<file path="src/clmb_pkg.sv">
`timescale 1ns / 1ps
// ----------------------------------------------------------------------------
// clmb_pkg: shared types and constants of the cutoff link map builder
// Field widths, operation and status codes, register indexes, sequencer
// states and the control groups passed between the datapath modules.
// ----------------------------------------------------------------------------
package clmb_pkg;

   // defaults for the top-level parameters
   localparam int DEF_MAX_NODES  = 64;
   localparam int DEF_COORD_BITS = 16;

   // port field widths
   localparam int FUNC_W    = 2;
   localparam int NODE_W    = 6;
   localparam int POS_W     = 16;
   localparam int NCOUNT_W  = 7;
   localparam int CUTOFF_W  = 34;
   localparam int PIDX_W    = 11;
   localparam int STAT_W    = 2;
   localparam int ADDED_W   = 11;
   localparam int CSR_IDX_W = 1;

   // operation codes
   localparam logic [FUNC_W-1:0] FUNC_LOAD  = 2'd0;
   localparam logic [FUNC_W-1:0] FUNC_ADD   = 2'd1;
   localparam logic [FUNC_W-1:0] FUNC_QUERY = 2'd2;
   localparam logic [FUNC_W-1:0] FUNC_BUILD = 2'd3;

   // status codes
   localparam logic [STAT_W-1:0] STAT_DONE  = 2'd0;
   localparam logic [STAT_W-1:0] STAT_SAME  = 2'd1;
   localparam logic [STAT_W-1:0] STAT_RANGE = 2'd2;

   // register indexes
   localparam logic [CSR_IDX_W-1:0] CSR_NODE_COUNT = 1'd0;
   localparam logic [CSR_IDX_W-1:0] CSR_CUTOFF     = 1'd1;

   localparam logic [NCOUNT_W-1:0] NODE_COUNT_RESET = 7'd64;
   localparam logic [ADDED_W-1:0]  ADDED_MAX        = 11'd2047;

   typedef enum logic [3:0] {
      ST_CLEAR,
      ST_IDLE,
      ST_PMUL1,
      ST_PMUL2,
      ST_PIDX,
      ST_PFIN,
      ST_BRD,
      ST_BDIF,
      ST_BMUL,
      ST_BCMP,
      ST_BFIN
   } clmb_state_type;

   // shared multiply-accumulate unit control
   typedef struct packed {
      logic mul_en;
      logic acc_clr;
      logic acc_en;
   } mac_ctl_type;

   // link store write control
   typedef struct packed {
      logic we;
      logic wbit;
   } link_ctl_type;

endpackage

</file>
<file path="src/clmb_link_mem.sv">
`timescale 1ns / 1ps
// ----------------------------------------------------------------------------
// clmb_link_mem: packed link bit store
// One bit per node pair, one write port and one registered read port.
// ----------------------------------------------------------------------------
module clmb_link_mem #(
   parameter int DEPTH = 2016,
   parameter int AW    = 11
) (
   input  logic                   clock,
   input  clmb_pkg::link_ctl_type ctl,
   input  logic [AW-1:0]          waddr,
   input  logic [AW-1:0]          raddr,
   output logic                   rdata
);
   import clmb_pkg::*;

   logic mem [DEPTH];
   logic rdata_ff;

   always_ff @(posedge clock) begin
      if (ctl.we) begin
         mem[waddr] <= ctl.wbit;
      end
      rdata_ff <= mem[raddr];
   end

   assign rdata = rdata_ff;

endmodule
</file>
<file path="config.mk">
export PLATFORM = sky130hd
export DESIGN_NAME = clmb_link_mem
export DESIGN_NICKNAME = d
export VERILOG_FILES = /design/src/clmb_pkg.sv /design/src/clmb_link_mem.sv
export SDC_FILE = /design/constraint.sdc
export NUM_CORES = 2
export LEC_CHECK = 0
export BUFFER_PORTS_ARGS = -buffer_cell sky130_fd_sc_hd__buf_4
export CAP_MARGIN = 20
export CORE_AREA = 2 2 400 561
export DETAILED_ROUTE_END_ITERATION = 6
export DIE_AREA = 0 0 402 563
export PLACE_DENSITY = 0.54
export SLEW_MARGIN = 5
export SYNTH_ARGS = -nofsm -noshare
export SYNTH_HDL_FRONTEND = slang
export SYNTH_SLANG_ARGS = --single-unit
</file>
<file path="constraint.sdc">
create_clock -name clock -period 3.6 [get_ports clock]
set_input_delay 0.36 -clock clock [delete_from_list [all_inputs] [get_ports clock]]
set_output_delay 0.36 -clock clock [all_outputs]
set_load 0.005 [all_outputs]
</file>
**Word level (Yosys, flattened, before mapping)**

Memory sizes are Yosys's and may differ from the RTL's. A register that Yosys moved wholly into a read port is not among the register bits.
Cells that the tools add are included.

- Multiplexer cells: 2

Operator list:

| operator | count |
|---|---|
| 1-bit 2-to-1 mux | 2 |

- Output and inout port bits: 1
- Bits in registers: 0
- Memories kept: 1
- Memory bits (writable): 2,016

Memories:

| memory | depth | bits a word | rd ports | clocked after Yosys merged registers in | wr ports | RTL line | source |
|---|---|---|---|---|---|---|---|
| mem | 2,016 | 1 | 1 | 1 | 1 | clmb_link_mem.sv:18 | `logic mem [DEPTH];` |

**Depth between registers and ports, before layout**

- Depth in word-level cells: 2
- Gate-level depth with buffers: 14
- Mapped depth without buffers: 9

**Worst setup path after synthesis**

Ideal clock, no wire load.

- Path kind: input to register
- Start point: in raddr[0]
- End point: reg rdata_ff, in the netlist rdata (read register of mem)
- Library setup time: 0.122 ns
- Cell stages on the path: 10
- Slack: 0.971 ns
- Data arrival time: 2.507 ns
- Required time: 3.478 ns
- Cells stage by stage: buf_6 -> buf_12 -> buf_12 -> buf_4 -> mux4_2 -> a2111oi_0 -> a211oi_1 -> a211oi_1 -> a211oi_1 -> o311a_1

RTL lines:

| element | RTL line | source |
|---|---|---|
| start: declaration | clmb_link_mem.sv:13 | `input logic [AW-1:0] raddr,` |
| end: declaration | clmb_link_mem.sv:19 | `logic rdata_ff;` |

==> summary.txt <==
Core Box Area: 222000 µm²
CP Data Arrival Time: 3.79 ns
largest net degree at the start of global routing: 207
pre-CTS worst setup slack: -0.206 ns
part of the power in the clock network: 40.3%
Internal: 37.4 mW
initial antenna violation count: 13
endpoints failing setup: 0
Final TNS setup: 0 ns
Post-DP HPWL: 161000 µm
Final Routed Wirelength: 291000 µm
cell mode on critical path: buf_4
vias in the first global route: 55356
DRT Pass-1 Iters: 6
worst slew pin tran: 1.11 ns
sequential share of power: 53.7%
CP Launch Type: primary input
syn nets: 6415
Resized cells post-CTS: 0
min-delay worst type: primary input to flip-flop
first-pass GRT wire length: 411000 µm
clock skew: 0.0463 ns
post-synthesis register bit count: 2017
Mapped Area: 88200 µm²
Die H: 563 µm
sequential cell area fraction in the yosys report: 68.7%
layout cell share with drive strength beyond 1: 15.7%
setup ws final: 0.603 ns
Filler cells: 19997
critical path peak fanout: 17
Reg area: 60600 µm²
Initial Utilization: 39.8%
Power Density: 482 nW/µm²
DRC Markers: 0
Post-synth EDFFs: 2016
static leakage: 30.5 nW
post-layout util: 45.1%
Hold Fails Final Rpt: 0
Max Fclk: 334 MHz
TritonCTS buffer count: 195
VDD IR max: 0.347 mV
initial DRC count: 7286
fin crit period: 3.00 ns
Avg Synthesized Cell Area: 13.8 µm²
Critical Path End Type: flip-flop
worst path required time: 4.39 ns
Port Buffers: 25
combined area of the multi-input logic cells: 25000 µm²
Clock Pin Slew Worst Setup and Hold Paths: 0.07 ns
clk sinks: 2017
Combinational Power Share: 6.1%
CP peak stage delay: 0.44 ns
FF-to-FF End: rdata
switching part of the total power: 22.4%
Routability Congestion: 0.820
Final Net Count: 6422
std cell rows: 205
Root Driver: clkbuf_16
wire per inst: 30.8 µm
Tcrit/Tclk final: 83.3%
WHS Endpoint: rdata
maxcap violations: 0
Vias/cell: 5.95
Psw: 10.8 mW
Worst slew margin: 26.2%
crit path cell chain: buf_4 -> nand2_4 -> buf_12 -> buf_4 -> buf_4 -> o221ai_1 -> o22ai_1 -> a22oi_1 -> nand2_1 -> nor3_1 -> buf_12 -> a31oi_1 -> o2111ai_1 -> o311a_1
die area: 226000 µm²
post-synthesis cell type count: 67
io pins: 26
WS Path Type: primary input to flip-flop
Vias: 56134
Hold Startpoint: raddr[10]
P&R area growth vs syn: 13.2%
hold_buf cts: 2
worst skew pair latency: 0.84 ns
width of the chip: 402 µm
R2R Path Start: mem[1595]
CTS tree: yes
Synth async-reset ratio: 0%
flop2flop setup slack: 0.66 ns
Hold Path Depth: 4
synth warn: 0
GRT overflow: 0
Total GRT Usage: 25.3%
RSZ-0062 raised after global routing: no
Most used DFF post-synth: edfxtp_1
post-CTS setup buffers: 0
CTS Buffer Depth: 4
Post-Syn Instances: 6390
fin. max-slew vios: 0
depth of the CTS H-tree: 4
status: finished, final reports clean
Post-DRT Antenna Nets: 0
Slowest-stage cell, CP: nor3_1
worst reg2reg path depth: 11
[worst max path at each step]
| stage | from | to | cells after the start |
|---|---|---|---|
| 2_1_floorplan | raddr[0] | rdata | 10 |
| 3_3_place_gp | raddr[0] | rdata | 12 |
| 3_5_place_dp | raddr[2] | rdata | 14 |
| 4_1_cts | mem[1595] | rdata | 11 |
| 5_1_grt | mem[1587] | rdata | 11 |
| 6_report | raddr[2] | rdata | 14 |
[cell families (layout without fill, tap and decap cells)]
kind of cell	count (synthesis)	count (layout)	share of synthesized area (%)
multiplexers	736	736	12.6
AND/OR/NAND/NOR	2519	2519	11.3
flip-flops	2017	2017	68.7
buffers and inverters	633	775	3.52
other	0	2	0
AO/OA/AOI/OAI	485	485	3.91
[synthesized netlist by cell type (all sizes together) (21+ instances only)]
master | instances | area (µm²)
nor2 | 2103 | 7890
edfxtp | 2016 | 60500
mux2i | 431 | 4310
clkbuf | 405 | 1520
mux4 | 292 | 6640
buf | 224 | 1570
nand2 | 164 | 616
o221ai | 145 | 1290
o22ai | 122 | 769
a21oi | 87 | 435
nor3 | 86 | 430
nand3 | 55 | 275
o21ai | 39 | 195
nor4 | 29 | 188
a211oi | 21 | 158
[power groups by stage]
stage | Combinational [mW] | Sequential [mW] | Clock, mW
4_1_cts | 2.89 | 25.8 | 19.6
3_3_place_gp | 2.86 | 26.3 | 0
6_report | 2.92 | 25.8 | 19.4
5_1_grt | 3.03 | 25.8 | 20.4
2_1_floorplan | 1.45 | 26.3 | 0
3_5_place_dp | 2.88 | 26.3 | 0
[stage by stage]
stage	instance area, µm²	hold slack (ns)	total power, mW	instances
after floorplan	88200	0.459	27.8	6390
after global placement	93600	0.779	29.2	9073
after detailed placement	93600	0.764	29.2	9075
after CTS	99400	0.0473	48.4	9409
after global routing	99900	0.0833	49.3	9431
final	99900	0.0939	48.1	9432
[area by class of cell]
| class | instances | area share [%] |
|---|---|---|
| multi-input combinational | 3740 | 25.0 |
| tap | 2898 | 3.63 |
| clock buffer | 244 | 5.16 |
| antenna | 2 | 0.00501 |
| inverter | 4 | 0.0226 |
| clock inverter | 88 | 0.594 |
| timing repair buffer | 439 | 4.92 |
| sequential | 2017 | 60.6 |
[flip-flops by register name, summed over array words and instances (netlist names)]
register / count
rdata: 1
mem: 2016
[layer usage]
| metal | share of wire [%] | wire [µm] | global-route usage [%] | vias up |
|---|---|---|---|---|
| met5 | 0.027 | 79 | 0 | - |
| met4 | 4.2 | 12200 | 9.78 | 14 |
| met3 | 7.1 | 20800 | 3.39 | 519 |
| met2 | 50 | 145000 | 43.4 | 2290 |
| met1 | 39 | 113000 | 32.6 | 29755 |
| li1 | - | - | - | 23556 |
[worst max-delay path: cells and delay by family]
family,cells,cell delay (ns)
AOI/OAI and AO/OA,6,1.35
and+or+nand+nor,3,1.03
buffers and inverters,5,0.98
[placed cells by master (no fill, tap or decap), types with 4 or more instances in the layout]
cell / n
o31ai_1: 6
mux2_2: 13
clkbuf_16: 199
and3_1: 9
nand3_1: 23
clkbuf_1: 45
nor3b_1: 6
a21oi_1: 87
and3b_1: 8
clkinv_2: 32
edfxtp_1: 2016
mux4_1: 17
or4_1: 4
o221ai_1: 142
nor4_1: 28
a2111oi_0: 19
o22ai_1: 121
bufinv_16: 7
or3_1: 4
buf_12: 97
a211oi_1: 21
nand2_1: 163
nand2b_1: 10
a31oi_1: 5
nor2_1: 2100
buf_4: 314
a22oi_1: 6
nand3_4: 32
nor2b_1: 6
o21ai_0: 38
nor3b_2: 5
buf_8: 9
mux2i_1: 431
nor3_1: 85
buf_16: 16
o32ai_1: 6
mux4_2: 275
o2111ai_1: 4
nand4_1: 14
clkinv_1: 44
Power figures use the tool's default switching activity.
