## src/clmb_pkg.sv

```systemverilog
`timescale 1ns / 1ps
// ----------------------------------------------------------------------------
// clmb_pkg: shared types and constants of the cutoff link map builder
// Field widths, operation and status codes, register indexes, sequencer
// states and the control groups passed between the datapath modules.
// ----------------------------------------------------------------------------
package clmb_pkg;

   // defaults for the top-level parameters
   localparam int DEF_MAX_NODES  = 64;
   localparam int DEF_COORD_BITS = 16;

   // port field widths
   localparam int FUNC_W    = 2;
   localparam int NODE_W    = 6;
   localparam int POS_W     = 16;
   localparam int NCOUNT_W  = 7;
   localparam int CUTOFF_W  = 34;
   localparam int PIDX_W    = 11;
   localparam int STAT_W    = 2;
   localparam int ADDED_W   = 11;
   localparam int CSR_IDX_W = 1;

   // operation codes
   localparam logic [FUNC_W-1:0] FUNC_LOAD  = 2'd0;
   localparam logic [FUNC_W-1:0] FUNC_ADD   = 2'd1;
   localparam logic [FUNC_W-1:0] FUNC_QUERY = 2'd2;
   localparam logic [FUNC_W-1:0] FUNC_BUILD = 2'd3;

   // status codes
   localparam logic [STAT_W-1:0] STAT_DONE  = 2'd0;
   localparam logic [STAT_W-1:0] STAT_SAME  = 2'd1;
   localparam logic [STAT_W-1:0] STAT_RANGE = 2'd2;

   // register indexes
   localparam logic [CSR_IDX_W-1:0] CSR_NODE_COUNT = 1'd0;
   localparam logic [CSR_IDX_W-1:0] CSR_CUTOFF     = 1'd1;

   localparam logic [NCOUNT_W-1:0] NODE_COUNT_RESET = 7'd64;
   localparam logic [ADDED_W-1:0]  ADDED_MAX        = 11'd2047;

   typedef enum logic [3:0] {
      ST_CLEAR,
      ST_IDLE,
      ST_PMUL1,
      ST_PMUL2,
      ST_PIDX,
      ST_PFIN,
      ST_BRD,
      ST_BDIF,
      ST_BMUL,
      ST_BCMP,
      ST_BFIN
   } clmb_state_type;

   // shared multiply-accumulate unit control
   typedef struct packed {
      logic mul_en;
      logic acc_clr;
      logic acc_en;
   } mac_ctl_type;

   // link store write control
   typedef struct packed {
      logic we;
      logic wbit;
   } link_ctl_type;

endpackage

```

## src/clmb_mac.sv

```systemverilog
`timescale 1ns / 1ps
// ----------------------------------------------------------------------------
// clmb_mac: shared multiply-accumulate unit
// One registered unsigned multiplier followed by a registered accumulator.
// ----------------------------------------------------------------------------
module clmb_mac #(
   parameter int MW = 17
) (
   input  logic                    clock,
   input  clmb_pkg::mac_ctl_type   ctl,
   input  logic [MW-1:0]           op_a,
   input  logic [MW-1:0]           op_b,
   output logic [2*MW-1:0]         prod,
   output logic [2*MW+1:0]         acc
);
   import clmb_pkg::*;

   logic [2*MW-1:0] prod_ff;
   logic [2*MW-1:0] prod_in;
   logic [2*MW+1:0] acc_ff;
   logic [2*MW+1:0] acc_in;

   always_comb begin
      prod_in = ctl.mul_en ? op_a * op_b : prod_ff;
      if (ctl.acc_clr) begin
         acc_in = '0;
      end else if (ctl.acc_en) begin
         acc_in = acc_ff + (2*MW+2)'(prod_ff);
      end else begin
         acc_in = acc_ff;
      end
   end

   always_ff @(posedge clock) begin
      prod_ff <= prod_in;
      acc_ff  <= acc_in;
   end

   assign prod = prod_ff;
   assign acc  = acc_ff;

endmodule

```

## config.mk

```make
export PLATFORM = sky130hd
export DESIGN_NAME = clmb_mac
export DESIGN_NICKNAME = d
export VERILOG_FILES = /design/src/clmb_pkg.sv /design/src/clmb_mac.sv
export SDC_FILE = /design/constraint.sdc
export NUM_CORES = 1
export LEC_CHECK = 0
export ABC_AREA = 0
export BUFFER_PORTS_ARGS = -buffer_cell sky130_fd_sc_hd__buf_2
export CAP_MARGIN = 20
export CORE_ASPECT_RATIO = 0.8
export CORE_UTILIZATION = 68
export CTS_CLUSTER_SIZE = 25
export DETAILED_ROUTE_END_ITERATION = 6
export PLACE_DENSITY = 0.92
export RECOVER_POWER = 100
export SKIP_CTS_REPAIR_TIMING = 1
export SLEW_MARGIN = 25
export SYNTH_ARGS = -nofsm -noshare
export SYNTH_HDL_FRONTEND = slang
export SYNTH_SLANG_ARGS = --single-unit
export TNS_END_PERCENT = 50
```

## constraint.sdc

```tcl
create_clock -name clock -period 15.7 [get_ports clock]
set_input_delay 1.57 -clock clock [delete_from_list [all_inputs] [get_ports clock]]
set_output_delay 1.57 -clock clock [all_outputs]
set_load 0.02 [all_outputs]
```

-- After elaboration in Yosys (flattened, before gate mapping)
Cells that the tools add are included.
- flip-flop bits (word level): 70
- bits in latches: 0
- bits in writable memories: 0
- memory bits (read-only): 0
- word-level logic and storage cells: 4
- memories: 0
- add/sub/neg operators: 1
- multipliers: 1
- divide/modulo/power cells: 0
- order comparisons: 0
- equal/unequal tests: 0
- shift operators: 0
- muxes and demuxes: 0
- bitwise logic cells: 0
- reductions and logical operators: 0
- operators with widths (operator ; number):
    $add A36 B34 Y36 ; 1
    $mul A17 B17 Y34 ; 1

-- Logic depth before layout (Yosys ltp)
- depth in word-level cells: 1
- depth in mapped cells: 24
- gate-level depth less buffers: 22

-- Worst setup path after synthesis
Ideal clock, no wire load.
- path kind: input -> register
- from: input port op_b[8]
- to: register prod_ff[31], in the netlist prod[31], data pin
- arrival: 7.081 ns
- data required time: 15.434 ns
- path slack: 8.353 ns
- stages: 22
- buffers on the path: 3
- cell sequence: clkbuf_1 -> clkbuf_1 -> nand2_1 -> fa_1 -> inv_1 -> fa_1 -> fa_1 -> fa_1 -> fa_1 -> inv_1 -> fa_1 -> inv_1 -> ha_1 -> buf_2 -> o21ai_0 -> a21oi_1 -> o41a_1 -> o31a_1 -> a41oi_2 -> o21ai_1 -> o41ai_1 -> xnor2_1
- word-level cells in the longest chain between the ends: 1
- RTL lines (what ; RTL line ; RTL):
    start: declaration ; clmb_mac.sv:12 ; input logic [MW-1:0] op_b,
    $mul A17 B17 Y34 ; clmb_mac.sv:24 ; prod_in = ctl.mul_en ? op_a * op_b : prod_ff;
    end signal: assignment ; clmb_mac.sv:35 ; prod_ff <= prod_in;
    end: declaration ; clmb_mac.sv:18 ; logic [2*MW-1:0] prod_ff;
Every way passes these cells.
A chain may end at the register's enable or synchronous reset.

-- Final worst setup path
- from: input port op_a[5]
- to: register prod_ff[31], in the netlist prod[31], data pin
- word-level cells in the longest chain between the ends: 1
- RTL lines (what ; RTL line ; RTL):
    start: declaration ; clmb_mac.sv:11 ; input logic [MW-1:0] op_a,
    $mul A17 B17 Y34 ; clmb_mac.sv:24 ;
Every way passes these cells.

==> results.yml <==
global_route:
  grt_pass1_wl_um: 54300
  grt_usage: 0.331
  grt_pass1_vias: 11300
  grt_overflow: 0
  grt_start_max_net_pins: 48
  antenna_found_initial: 0
hold_path:
  min_path_cells: 2
  hold_class: "register to register"
synthesis:
  ys_top_cells_by_count: "inv_1, fa_1, nand2_1, ha_1, and2_1"
  synth_area_leaders: "fa_1, ha_1, inv_1"
  syn_inst: 1549
  synth_edf_count: 34
  yosysWarnings: 0
  synth_area_um2: 13700
  synth-seq-cells: 70
  synth_cell_types: 74
  syn_avg_cell_area_um2: 8.85
  yosysTopAreaCell: "fa_1"
  synth-seq-area-share: 0.127
  syn_nets: 1954
  ys.flop_type: "dfxtp_1"
  synth_most_common_cell: "inv_1"
  synth_top_cell_area_share: 0.328
  async_flop_share: 0
routing:
  firstDrtPassIters: 5
  drc: 0
  finalWirelength_um: 33400
  drt_iter0_markers: 789
  drt-vias-per-instance: 5.99
  post_drt_wl_per_cell_um: 17.8
  vias: 11200
  drt.antenna.violating_nets: 0
setup_path:
  r2r_cells: 11
  crit_chain: "clkbuf_1, nand2_1, fa_1, inv_1, fa_1, fa_1, fa_1, fa_1, inv_1, fa_1, inv_1, ha_1, o21ai_0, a21oi_1, o41a_1, o31a_1, a41oi_1, o21ai_0, o41ai_1, xnor2_1"
  cp.depth: 20
  arrival_ns: 7.98
  cp_slowest_stage_delay_ns: 0.64
  path_buf_inv: 4
  critical_path.startpoint_type: "input pin"
  crit_path_max_fanout: 17
  cp.required_ns: 15.78
  critPathMostFrequentCell: "fa_1"
  crit_type: "input pin to register"
  cp-end-kind: "register"
  path_delay_family: "adder cells"
  worst_path_max_delay_cell: "clkbuf_1"
final_layout:
  syn_to_final_growth_pct: 5.90
  insertedDiodeCount: 0
  nNetsFinal: 2013
  fill_cells: 1486
  drive_gt1_frac: 0.0347
  final_area_um2: 14500
  fin_util: 0.734
timing:
  timing.final.crit_share: 0.504
  timing.final.max_slew_violations: 74
  rsz0062_at_grt: "no"
  worst_slack_ns: 7.79
  finalHoldViolCount: 0
  relSlewSlack: -0.559
  tightestPinTransition_ns: 2.34
  fmax_ghz: 0.127
  tns_ns: 0
  fin_skew_ns: 0.00595
  period_needed_ns: 7.91
  setup_viol: 0
floorplanning:
  pin_count: 108
  fp.dieW_um: 161
  fp.dieH_um: 129
  initial_core_util: 0.693
  die-area_um2: 20700
  rows: 46
  fp.coreArea_um2: 19800
clock_tree:
  numCtsBuffers: 9
  cts_buffer_depth: 2
  tritoncts: "built"
  clock-sinks: 70
  clk_latency_ns: 0.34
  clock-root-buffer: "clkbuf_16"
  cts.clk_slew.worst_paths_ns: 0.06
  cts_max_level: 3
status:
  status: "finished with violations"
  violations: "capacitance limit, slew limit"
place:
  gp_congestion: 0.931
  placed_area_um2: 14300
  hpwl_um: 26500
  port_buffers: 107
  pre_cts_slack_ns: 8.04
run:
  max-cap-violations: 2
-- flip-flops by register name (all words and copies together), names as in the netlist --
signal  cells
acc        36
prod       34
-- worst register-to-register path: cells and delay by family (launching register included) --
family / cells / cell delay [ns]
buffers and inverters: 1 / 0.05
and+or+nand+nor: 1 / 0.18
DFF: 1 / 0.38
adders and majority gates: 2 / 0.60
muxes: 1 / 0.36
AOI/OAI and AO/OA: 6 / 1.60
-- stage by stage --
step                cells  hold slack, ns
global placement     1861           0.472
CTS                  1877           0.489
detailed placement   1861           0.476
finish               1877           0.485
floorplan            1549           0.556
global route         1877           0.521
-- logic make-up after synthesis --
group                    after synthesis  synth area share
multiplexers                          20            0.0147
flip-flops                            70             0.127
buffers and inverters                347            0.0958
AND/OR/NAND/NOR                      496             0.175
XOR/XNOR                              50            0.0319
adder cells (fa/ha/maj)              367             0.458
AO/OA/AOI/OAI                        199            0.0980
-- final timing paths --
kind,from,end,slack (ns)
worst max-delay path,op_a[5],prod[31],7.79
worst min-delay path,acc[15],acc[15],0.49
worst max register to register,prod[0],acc[34],12.41
worst min register to register,acc[15],acc[15],0.49
-- layout by cell type (no fill, tap or decap), types with 4 or more instances in the layout --
| master | count |
|---|---|
| nor2_1 | 71 |
| and2_1 | 126 |
| a21o_1 | 17 |
| nor2b_1 | 6 |
| clkbuf_16 | 9 |
| o22ai_1 | 6 |
| buf_2 | 33 |
| xor2_1 | 16 |
| nand2_1 | 218 |
| xnor2_1 | 34 |
| o21bai_1 | 7 |
| inv_1 | 287 |
| fa_1 | 225 |
| clkbuf_1 | 75 |
| ha_1 | 142 |
| clkinvlp_4 | 4 |
| nand2b_1 | 9 |
| a211oi_1 | 6 |
| dfxtp_1 | 36 |
| nand3_1 | 8 |
| nand4_1 | 9 |
| a21oi_1 | 59 |
| a31oi_1 | 8 |
| o211ai_1 | 8 |
| edfxtp_1 | 34 |
| mux2i_1 | 19 |
| nor3_1 | 16 |
| o21ai_0 | 32 |
| o21a_1 | 11 |
| and3_1 | 5 |
-- cell type report --
type,instances,area [um2],share of cell area
Inverter,288,1080,0.0744
Clock inverter,6,47.5,0.00327
Clock buffer,10,229,0.0158
Sequential cell,70,1740,0.120
Tap cell,264,330,0.0227
Timing Repair Buffer,107,443,0.0305
Multi-Input combinational cell,1132,10700,0.733
-- per-layer routing --
metal | routed length [um] | up-vias | global-route usage
met5 | 0 | - | 0
met4 | 1170 | 0 | 0.135
met3 | 3170 | 117 | 0.0583
met2 | 15900 | 630 | 0.551
met1 | 13100 | 5449 | 0.435
li1 | - | 5042 | -
Power is not shown: default switching activity piles up to over one toggle a cycle in this logic, so the estimate is an artifact.
